### src/hdl/bfft_pkg.sv
// Package of shared types and codes for the best-fit free block table.
package bfft_pkg;

	localparam logic [1:0] OP_RELEASE = 2'd0;
	localparam logic [1:0] OP_PLACE   = 2'd1;
	localparam logic [1:0] OP_SET_END = 2'd2;

	// Search or release token that walks the row of table cells.
	typedef struct packed {
		logic        active;
		logic        is_place;
		logic        taken;
		logic [15:0] size;
		logic [31:0] offset;
		logic [15:0] best_size;
		logic [31:0] best_offset;
	} pkt_t;

endpackage

### src/hdl/bfft_cell.sv
// One table cell: holds a free block entry and updates the token passing through.
module bfft_cell #(
	parameter int IDX_W = 6,
	parameter int INDEX = 0
) (
	input  logic               clk,
	input  logic               arst_n,
	input  bfft_pkg::pkt_t     pkt_in,
	input  logic [IDX_W-1:0]   idx_in,
	output bfft_pkg::pkt_t     pkt_out,
	output logic [IDX_W-1:0]   idx_out,
	input  logic               clr_en,
	input  logic [IDX_W-1:0]   clr_idx
);
	import bfft_pkg::*;

	logic        valid_q;
	logic [31:0] off_q;
	logic [15:0] size_q;
	pkt_t        pkt_q;
	logic [IDX_W-1:0] idx_q;
	logic        claim;
	logic        hit;
	logic        clr_me;
	pkt_t        pkt_nxt;
	logic [IDX_W-1:0] idx_nxt;

	assign claim = pkt_in.active && !pkt_in.is_place && !pkt_in.taken && !valid_q;
	assign hit   = pkt_in.active && pkt_in.is_place && valid_q && (size_q >= pkt_in.size)
		&& (!pkt_in.taken || (size_q < pkt_in.best_size));
	assign clr_me = clr_en && (clr_idx == IDX_W'(INDEX));

	always_comb begin
		pkt_nxt = pkt_in;
		idx_nxt = idx_in;
		if (claim) begin
			pkt_nxt.taken = 1'b1;
		end
		if (hit) begin
			pkt_nxt.taken       = 1'b1;
			pkt_nxt.best_size   = size_q;
			pkt_nxt.best_offset = off_q;
			idx_nxt             = IDX_W'(INDEX);
		end
	end

	always_ff @(posedge clk or negedge arst_n) begin
		if (!arst_n) begin
			valid_q <= 1'b0;
		end else if (claim) begin
			valid_q <= 1'b1;
		end else if (clr_me) begin
			valid_q <= 1'b0;
		end
	end

	always_ff @(posedge clk) begin
		if (claim) begin
			off_q  <= pkt_in.offset;
			size_q <= pkt_in.size;
		end
	end

	always_ff @(posedge clk or negedge arst_n) begin
		if (!arst_n) begin
			pkt_q.active <= 1'b0;
		end else begin
			pkt_q <= pkt_nxt;
		end
	end

	always_ff @(posedge clk) begin
		idx_q <= idx_nxt;
	end

	assign pkt_out = pkt_q;
	assign idx_out = idx_q;
endmodule

### config.mk
export PLATFORM = sky130hd
export DESIGN_NAME = bfft_cell
export DESIGN_NICKNAME = d
export VERILOG_FILES = /design/src/hdl/bfft_pkg.sv /design/src/hdl/bfft_cell.sv
export SDC_FILE = /design/constraint.sdc
export NUM_CORES = 1
export LEC_CHECK = 0
export BUFFER_PORTS_ARGS = -buffer_cell sky130_fd_sc_hd__buf_2
export CORE_ASPECT_RATIO = 1.5
export CORE_MARGIN = 2
export CORE_UTILIZATION = 45
export CTS_CLUSTER_DIAMETER = 200
export CTS_CLUSTER_SIZE = 8
export DETAILED_ROUTE_END_ITERATION = 8
export PLACE_DENSITY = 0.74
export SYNTH_ARGS = -nofsm -noshare
export SYNTH_HDL_FRONTEND = slang
export SYNTH_SLANG_ARGS = --single-unit
### constraint.sdc
create_clock -name clk -period 8 [get_ports clk]
set_input_delay 1.2 -clock clk [delete_from_list [all_inputs] [get_ports clk]]
set_output_delay 1.2 -clock clk [all_outputs]
set_load 0.05 [all_outputs]
== After elaboration in Yosys (flattened, before gate mapping) ==
Cells that the tools add are included.
Operators by class
  magnitude comparators: 2
  multiplexer cells: 3
  reductions and logical operators: 15
Operators with widths (number)
  two-way mux 48 bit: 1
  greater-or-equal comparator 16 bit: 1
  < comparator 16 bit: 1
  logical AND 1 bit: 8
  logical NOT 6 bit: 1
  logical NOT 1 bit: 3
  two-way mux 1 bit: 2
  nonzero test 2 bit: 1
  OR reduction 2 bit: 1
  logical OR 1 bit: 1
Word-level totals
  register bits: 154
  logic and storage cells: 31

== Longest topological paths before layout ==
Gate-level depths: netlist of run 1.
  word-level depth: 5
  depth in mapped cells: 10

== Least setup slack after synthesis of run 1 ==
Ideal clock, no wire load.
  path type: input-to-reg
  from: in pkt_in[97] (netlist name)
  to: reg off_q[0], enable pin
  library setup time: 0.595 ns
  cell stages on the path: 1
  arrival: 6.313 ns
  slack: 1.093 ns
  required time: 7.405 ns
  cells stage by stage: nor4b_1
On the way
  longest elaborated chain between the ends: 4
Ends and longest elaborated chain
  start: declaration: line bfft_cell.sv:8  | input bfft_pkg::pkt_t pkt_in,
  logical NOT 1 bit: line bfft_cell.sv:28  | assign claim = pkt_in.active && !pkt_in.is_place && !pkt_in.taken && !valid_q;
  logical AND 1 bit (3 in a row): line bfft_cell.sv:28
  end signal: assignment: line bfft_cell.sv:59  | off_q <= pkt_in.offset;
  end: declaration: line bfft_cell.sv:18  | logic [31:0] off_q;
Every way passes these cells.
A chain may end at the register's enable or synchronous reset.

==> key figures, run 1 <==
CTS
  – CTS Buffer Depth: 2
  – # clock sinks: approximately 150
  – CTS Hold Buffers Added: 0
  – H-tree lvl count: 4
  – Post-CTS Setup Bufs: 0
  – CTS resizes: 0
  – CTS tree: built
  – Worst skew pair latency: 0.42 ns
  – Num CTS Buffers: 17
  – Clk slew on worst S/H paths: 0.06 ns
  – Root Buffer Master: clkbuf_16

Pwr
  – Net Sw Frac: 0.2791
  – PD cells: roughly 250 mW/mm^2
  – Register share of total power: 0.479
  – Clk pwr share: 0.373
  – Internal power: 1.434 mW
  – Total power: 1.989 mW
  – Comb pwr share: 0.148
  – LEAKAGE: 3.443 nW
  – Switching pwr: 555.0 uW
  – Maximum vdd ir drop: 0.0001432 V

Global route
  – Largest net degree at the start of global routing: 68
  – Total grt overflow: 0
  – Antenna violations before repair: 0
  – First-pass GRT wire length: between 15000 and 20000 um
  – Vias in the first global route: 4008
  – Overall Global Routing Usage: 0.1771

Finish
  – Share of cells above drive strength 1: 0.5242
  – Fin util: 0.5913
  – Area growth syn-to-layout: 28.28%
  – Design Area, Final: ~0.008 sq mm
  – NumNets Final: between 700 and 800
  – Ant diodes: 0

Synth
  – Post-synthesis sequential area ratio: 0.7302
  – Cell count after synthesis: 332
  – Yosys cell types: 32
  – Syn. warnings: 0
  – Post-synthesis average cell area: 18.79 sq um
  – Post-Syn Area: 0.006237 sq mm
  – Synth Net Count: approximately 480
  – FF+latch count, synth: ~150

Critical path
  – Crit Path Max Fanout: 54
  – R2R Setup Slk: 4.77 ns
  – Worst path cell trace: buf_2 > inv_1 > ha_1 > nand4_1 > nor4_1 > a311oi_1 > a21oi_1 > and3_4 > mux2_2
  – Reg2reg path depth: 7
  – Number of cells on the critical path: 9
  – Crit path max-delay family: simple AND/OR/NAND/NOR gates
  – Crit-path slowest cell: and3_4
  – Critical path data arrival time: 3.88 ns
  – Largest stage delay, worst path: around 0.88 ns
  – Worst path bufs/invs: 2
  – Crit Path Class: input pin to flip-flop
  – Crit path launch type: input pin
  – Setup crit end kind: flip-flop
  – Worst Path Required: 8.17 ns

Timing
  – RSZ-0062 raised after global routing: no
  – TNS Setup: 0 ns
  – Max Freq: 269.6 MHz
  – Minimum clock period: 3.709 ns
  – Max-slew violations: 0
  – Relative slew slack: 0.3369
  – Final Setup Violations: 0
  – Slew @ Worst Pin: 0.9947 ns
  – Final worst-path cycle share: 0.4636
  – WHS: approximately 0.53 ns
  – Clock skew: 0.009350 ns
  – Hold Fails Final Rpt: 0

Placement
  – Number of port buffers: 218
  – Final Wtd Congestion: 0.7867
  – Final HPWL from detailed placement: ~9400 um
  – Placed inst area: 0.007451 sq mm

Route
  – WL final: 12920 um
  – Final antenna-violating net count: 0
  – Vias per cell: slightly below 5
  – Drt pass-1 iters: 5
  – First DRT Iteration DRCs: 144
  – Remaining DRCs: 0
  – Via count: 3676
  – Routed len/inst: 17.46 um

Die
  – Placeable Area: 0.01353 sq mm
  – Initial Utilization: 0.4609
  – Die height: 148.2 um
  – Die W: 100.1 um
  – # IOs: approximately 220
  – Die area: 0.01484 sq mm
  – Row count: 52

Outcome
  – Status: finished, final reports clean

Hold path
  – Hold depth: 1
  – HP Class: flip-flop to flip-flop

Flow run
  – Total of max-cap violations: 0
-- final cells by class --
class | count | area [sq um]
well taps | 162 | 202.7
fillers | 1053 | 5532
clock buffers | 17 | 425.4
repair buffers | 221 | 1116
multi-input cells | 140 | 1458
inverters | 32 | 120.1
flip-flops and latches | 154 | 4554
clock inverters | 14 | 125.1
-- cell families (layout without fill, tap and decap cells) --
kind of cell	after synthesis	after routing	synth area share
AOI/OAI and AO/OA	26	26	0.02487
adders and majority gates	31	31	0.06219
buffers and inverters	38	284	0.03711
DFF	154	154	0.7302
muxes	48	48	0.1131
and+or+nand+nor	35	35	0.03250
-- worst register-to-register path: stages (launching register included) --
cell      delay [ns]
edfxtp_1        0.43
ha_1            0.33
nand4_1         0.23
nor4_1          0.35
a311oi_1        0.13
a21oi_1         0.18
and3_4          0.88
mux2_2          0.45
-- path summary, 6_finish.rpt --
| kind | startpoint | end |
|---|---|---|
| min in group asynchronous | arst_n | valid_q |
| max in group asynchronous | arst_n | pkt_out[98] |
| setup reg to reg | size_q[13] | pkt_out[0] |
| setup / recovery | pkt_in[93] | pkt_out[0] |
| hold / removal | valid_q | valid_q |
| hold reg to reg | valid_q | valid_q |
-- sequential cells by signal (all words and copies together), names as in the netlist --
name,cells
off_q,32
pkt_out,99
idx_out,6
valid_q,1
size_q,16
-- Yosys cell counts --
master | instances | area, sq um
edfxtp_1 | 146 | 4384
mux2_4 | 44 | 660.6
inv_1 | 32 | 120.1
ha_1 | 31 | 387.9
a21oi_1 | 12 | 60.06
nand2_1 | 7 | 26.28
dfxtp_1 | 6 | 120.1
nor2b_1 | 6 | 37.54
buf_12 | 5 | 100.1
nand3_1 | 5 | 25.02
o21ai_0 | 5 | 25.02
mux2_2 | 4 | 45.04
nand4_1 | 3 | 18.77
nor2_1 | 3 | 11.26
a21boi_0 | 2 | 15.01
a21o_1 | 2 | 15.01
dfrtp_1 | 2 | 50.05
nand2b_1 | 2 | 12.51
nor4b_1 | 2 | 17.52
a2111o_1 | 1 | 11.26
a22oi_1 | 1 | 7.510
a311oi_1 | 1 | 8.760
and3_4 | 1 | 11.26
buf_6 | 1 | 11.26
nor3_1 | 1 | 5.000
nor3_2 | 1 | 10.01
nor3b_1 | 1 | 7.510
nor4_1 | 1 | 6.260
o21ai_1 | 1 | 5.000
o31ai_1 | 1 | 7.510
or3_1 | 1 | 6.260
or4_1 | 1 | 7.510
-- metrics by stage --
step                cells  setup slack [ns]
finish                740             4.291
global route          740             4.047
CTS                   740             4.293
detailed placement    709             3.850
global placement      709             3.908
floorplan             332             1.093
-- layout by cell type, fill, tap and decap left out, drive strengths merged --
cell      instances
buf             221
edfxtp          146
mux2             48
inv              41
ha               31
clkbuf           17
a21oi            12
nand2             7
nor2b             6
dfxtp             6
o21ai             6
nand3             5
clkinvlp          4
nor2              3
nand4             3
nand2b            2
a21boi            2
a21o              2
dfrtp             2
nor3              2
nor4b             2
nor3b             1
or4               1
a2111o            1
nor4              1
a311oi            1
a22oi             1
o31ai             1
and3              1
or3               1
clkinv            1
-- layer usage --
| layer | vias to the layer above | GRT usage | wire length [um] |
|---|---|---|---|
| met5 | - | 0 | 0 |
| met3 | 19 | 0.05169 | 877 |
| met4 | 0 | 0.07945 | 325 |
| met1 | 1756 | 0.1962 | 4732 |
| met2 | 175 | 0.3114 | 6983 |
| li1 | 1726 | - | - |
-- power by group through the flow --
stage	Sequential (mW)	Combinational, mW	Clock [mW]
3_5_place_dp	0.971	0.296	0
4_1_cts	0.954	0.297	0.760
6_report	0.953	0.294	0.742
2_1_floorplan	1.11	0.0704	0
5_1_grt	0.958	0.312	0.789
3_3_place_gp	0.969	0.290	0
No activity file was read; power rests on OpenSTA's default activity.
==> inputs of run 2 (changes only) <==
PLACE_DENSITY = 0.77   (was 0.74)
clock period = 3 ns   (was 8 ns; I/O delays follow)
==> key figures, run 2 (synthesized netlist as in run 1, its figures left out) <==
Outcome
  – Status: finished, final reports clean

Route
  – Routed len/inst: 17.85 um
  – First DRT Iteration DRCs: 146
  – Vias per cell: 5.020
  – Remaining DRCs: 0
  – Drt pass-1 iters: 4
  – WL final: 13320 um
  – Final antenna-violating net count: 0
  – Via count: 3745

Timing
  – Relative slew slack: 0.5380
  – Max Freq: between 300 and 400 MHz
  – Final Worst Setup Slack: 0.3141 ns
  – Slew @ Worst Pin: 0.6834 ns
  – Minimum clock period: 2.686 ns
  – RSZ-0062 raised after global routing: no
  – TNS Setup: 0 ns
  – Clock skew: ~0.0097 ns
  – Final Setup Violations: 0
  – Max-slew violations: 0
  – Final worst-path cycle share: 0.8953
  – Hold Fails Final Rpt: 0

Die
  – Die height: between 100 and 150 um
  – Placeable Area: 0.01353 sq mm
  – # IOs: roughly 220
  – Row count: 52
  – Die area: 0.01484 sq mm
  – Initial Utilization: 0.4609
  – Die W: 100.1 um

Pwr
  – Total power: 5.426 mW
  – Maximum vdd ir drop: 0.0003825 V
  – PD cells: 669.7 mW/mm^2
  – LEAKAGE: 3.499 nW

CTS
  – CTS tree: built
  – Root Buffer Master: clkbuf_16
  – Worst skew pair latency: 0.41 ns
  – CTS resizes: 0
  – H-tree lvl count: 4
  – CTS Buffer Depth: 2
  – # clock sinks: about 150
  – CTS Hold Buffers Added: 0
  – Post-CTS Setup Bufs: 0
  – Num CTS Buffers: 17
  – Clk slew on worst S/H paths: ~0.070 ns

Critical path
  – Worst path bufs/invs: 1
  – Reg-to-Reg End: pkt_out[1]
  – Largest stage delay, worst path: 0.43 ns
  – Crit Path Max Fanout: 27
  – Worst Path Required: 3.16 ns
  – Crit path launch type: flip-flop
  – R2R Setup Slk: between 0.3 and 0.4 ns
  – R2R Path Start: size_q[14]
  – Reg2reg path depth: 8
  – Crit-path slowest cell: edfxtp_1
  – Crit path max-delay family: simple AND/OR/NAND/NOR gates
  – Critical path data arrival time: 2.85 ns
  – Worst path cell trace: ha_1 > nand4_1 > nor4_1 > a311oi_1 > a21oi_1 > and3_4 > buf_12 > mux2_2
  – Setup crit end kind: flip-flop
  – Crit Path Class: flip-flop to flip-flop

Finish
  – Post-Layout Cell Count: 746
  – Leading cell type in the layout, fill and taps excluded: buf_2
  – Area growth syn-to-layout: 29.89%
  – Share of cells above drive strength 1: 0.5266
  – Fin util: 0.5987
  – Max reg flops: 99
  – Commonest non-fill, non-tap cells in the layout: buf_2, edfxtp_1, mux2_4, inv_1, ha_1
  – NumNets Final: between 700 and 800

Global route
  – Antenna violations before repair: 2
  – Vias in the first global route: 4027
  – Overall Global Routing Usage: 0.1802
  – First-pass GRT wire length: 20020 um
  – Largest net degree at the start of global routing: 42
  – Total grt overflow: 0

Placement
  – Final Wtd Congestion: 0.8315
  – Placed cells: 713
  – Pre-CTS setup slack: between 0.15 and 0.2 ns
  – Final HPWL from detailed placement: 9798 um
  – Number of port buffers: 218

Hold path
  – HP Class: input pin to async pin

Flow run
  – Total of max-cap violations: 0
run 2: cell count changes in the layout (fill, tap and decap cells not counted), moves of 2 or more:
cell        before  now
buf_4            4    6
clkinvlp_4       4    1
buf_12           0    2
clkinv_4         1    4
run 2: worst max-delay path by stage:
stage | slack, ns | cells past startpoint | start | to
final | 0.31 | 8 | size_q[14] | pkt_out[1]
after global routing | 0.22 | 8 | size_q[14] | pkt_out[1]
after CTS | 0.29 | 8 | size_q[14] | pkt_out[1]
after detailed placement | 0.16 | 10 | pkt_in[94] | pkt_out[1]
after global placement | 0.16 | 10 | pkt_in[94] | pkt_out[1]
after floorplan | 0.44 | 1 | pkt_in[97] | off_q[0]
run 2: worst register-to-register path: stages (launching register included):
cell and delay, ns:
edfxtp_1 0.43, ha_1 0.35, nand4_1 0.18, nor4_1 0.33, a311oi_1 0.13, a21oi_1 0.17
and3_4 0.24, buf_12 0.22, mux2_2 0.38
run 2: layout make-up:
type	instances	area, sq um
Inverter	32	120.1
Antenna cell	1	2.502
Clock buffer	18	429.2
Timing Repair Buffer	225	1171
Fill cell	1082	5431
Tap cell	162	202.7
Sequential cell	154	4554
Clock inverter	14	155.1
Multi-Input combinational cell	140	1466
run 2: per-layer routing:
metal  wire (um)  vias to the layer above  global-route usage
met1        5022                     1826              0.1937
met5           0                        -                   0
met3         832                       27             0.05310
met2        7170                      157              0.3265
li1            -                     1735                   -
met4         293                        0             0.07329
run 2: through the flow:
step | hold slack (ns) | cell area (sq um)
floorplan | 0.1544 | 6252
global placement | 0.4659 | 7515
detailed placement | 0.4695 | 7515
CTS | 0.02996 | 8099
global route | 0.04990 | 8099
finish | 0.05304 | 8102
run 2: where the power goes:
part	switching, mW	internal [mW]	total, mW	leakage, nW
sequential	0.0397	2.50	2.54	1.47
clock	0.909	1.18	2.09	0.283
combinational	0.556	0.240	0.796	1.75
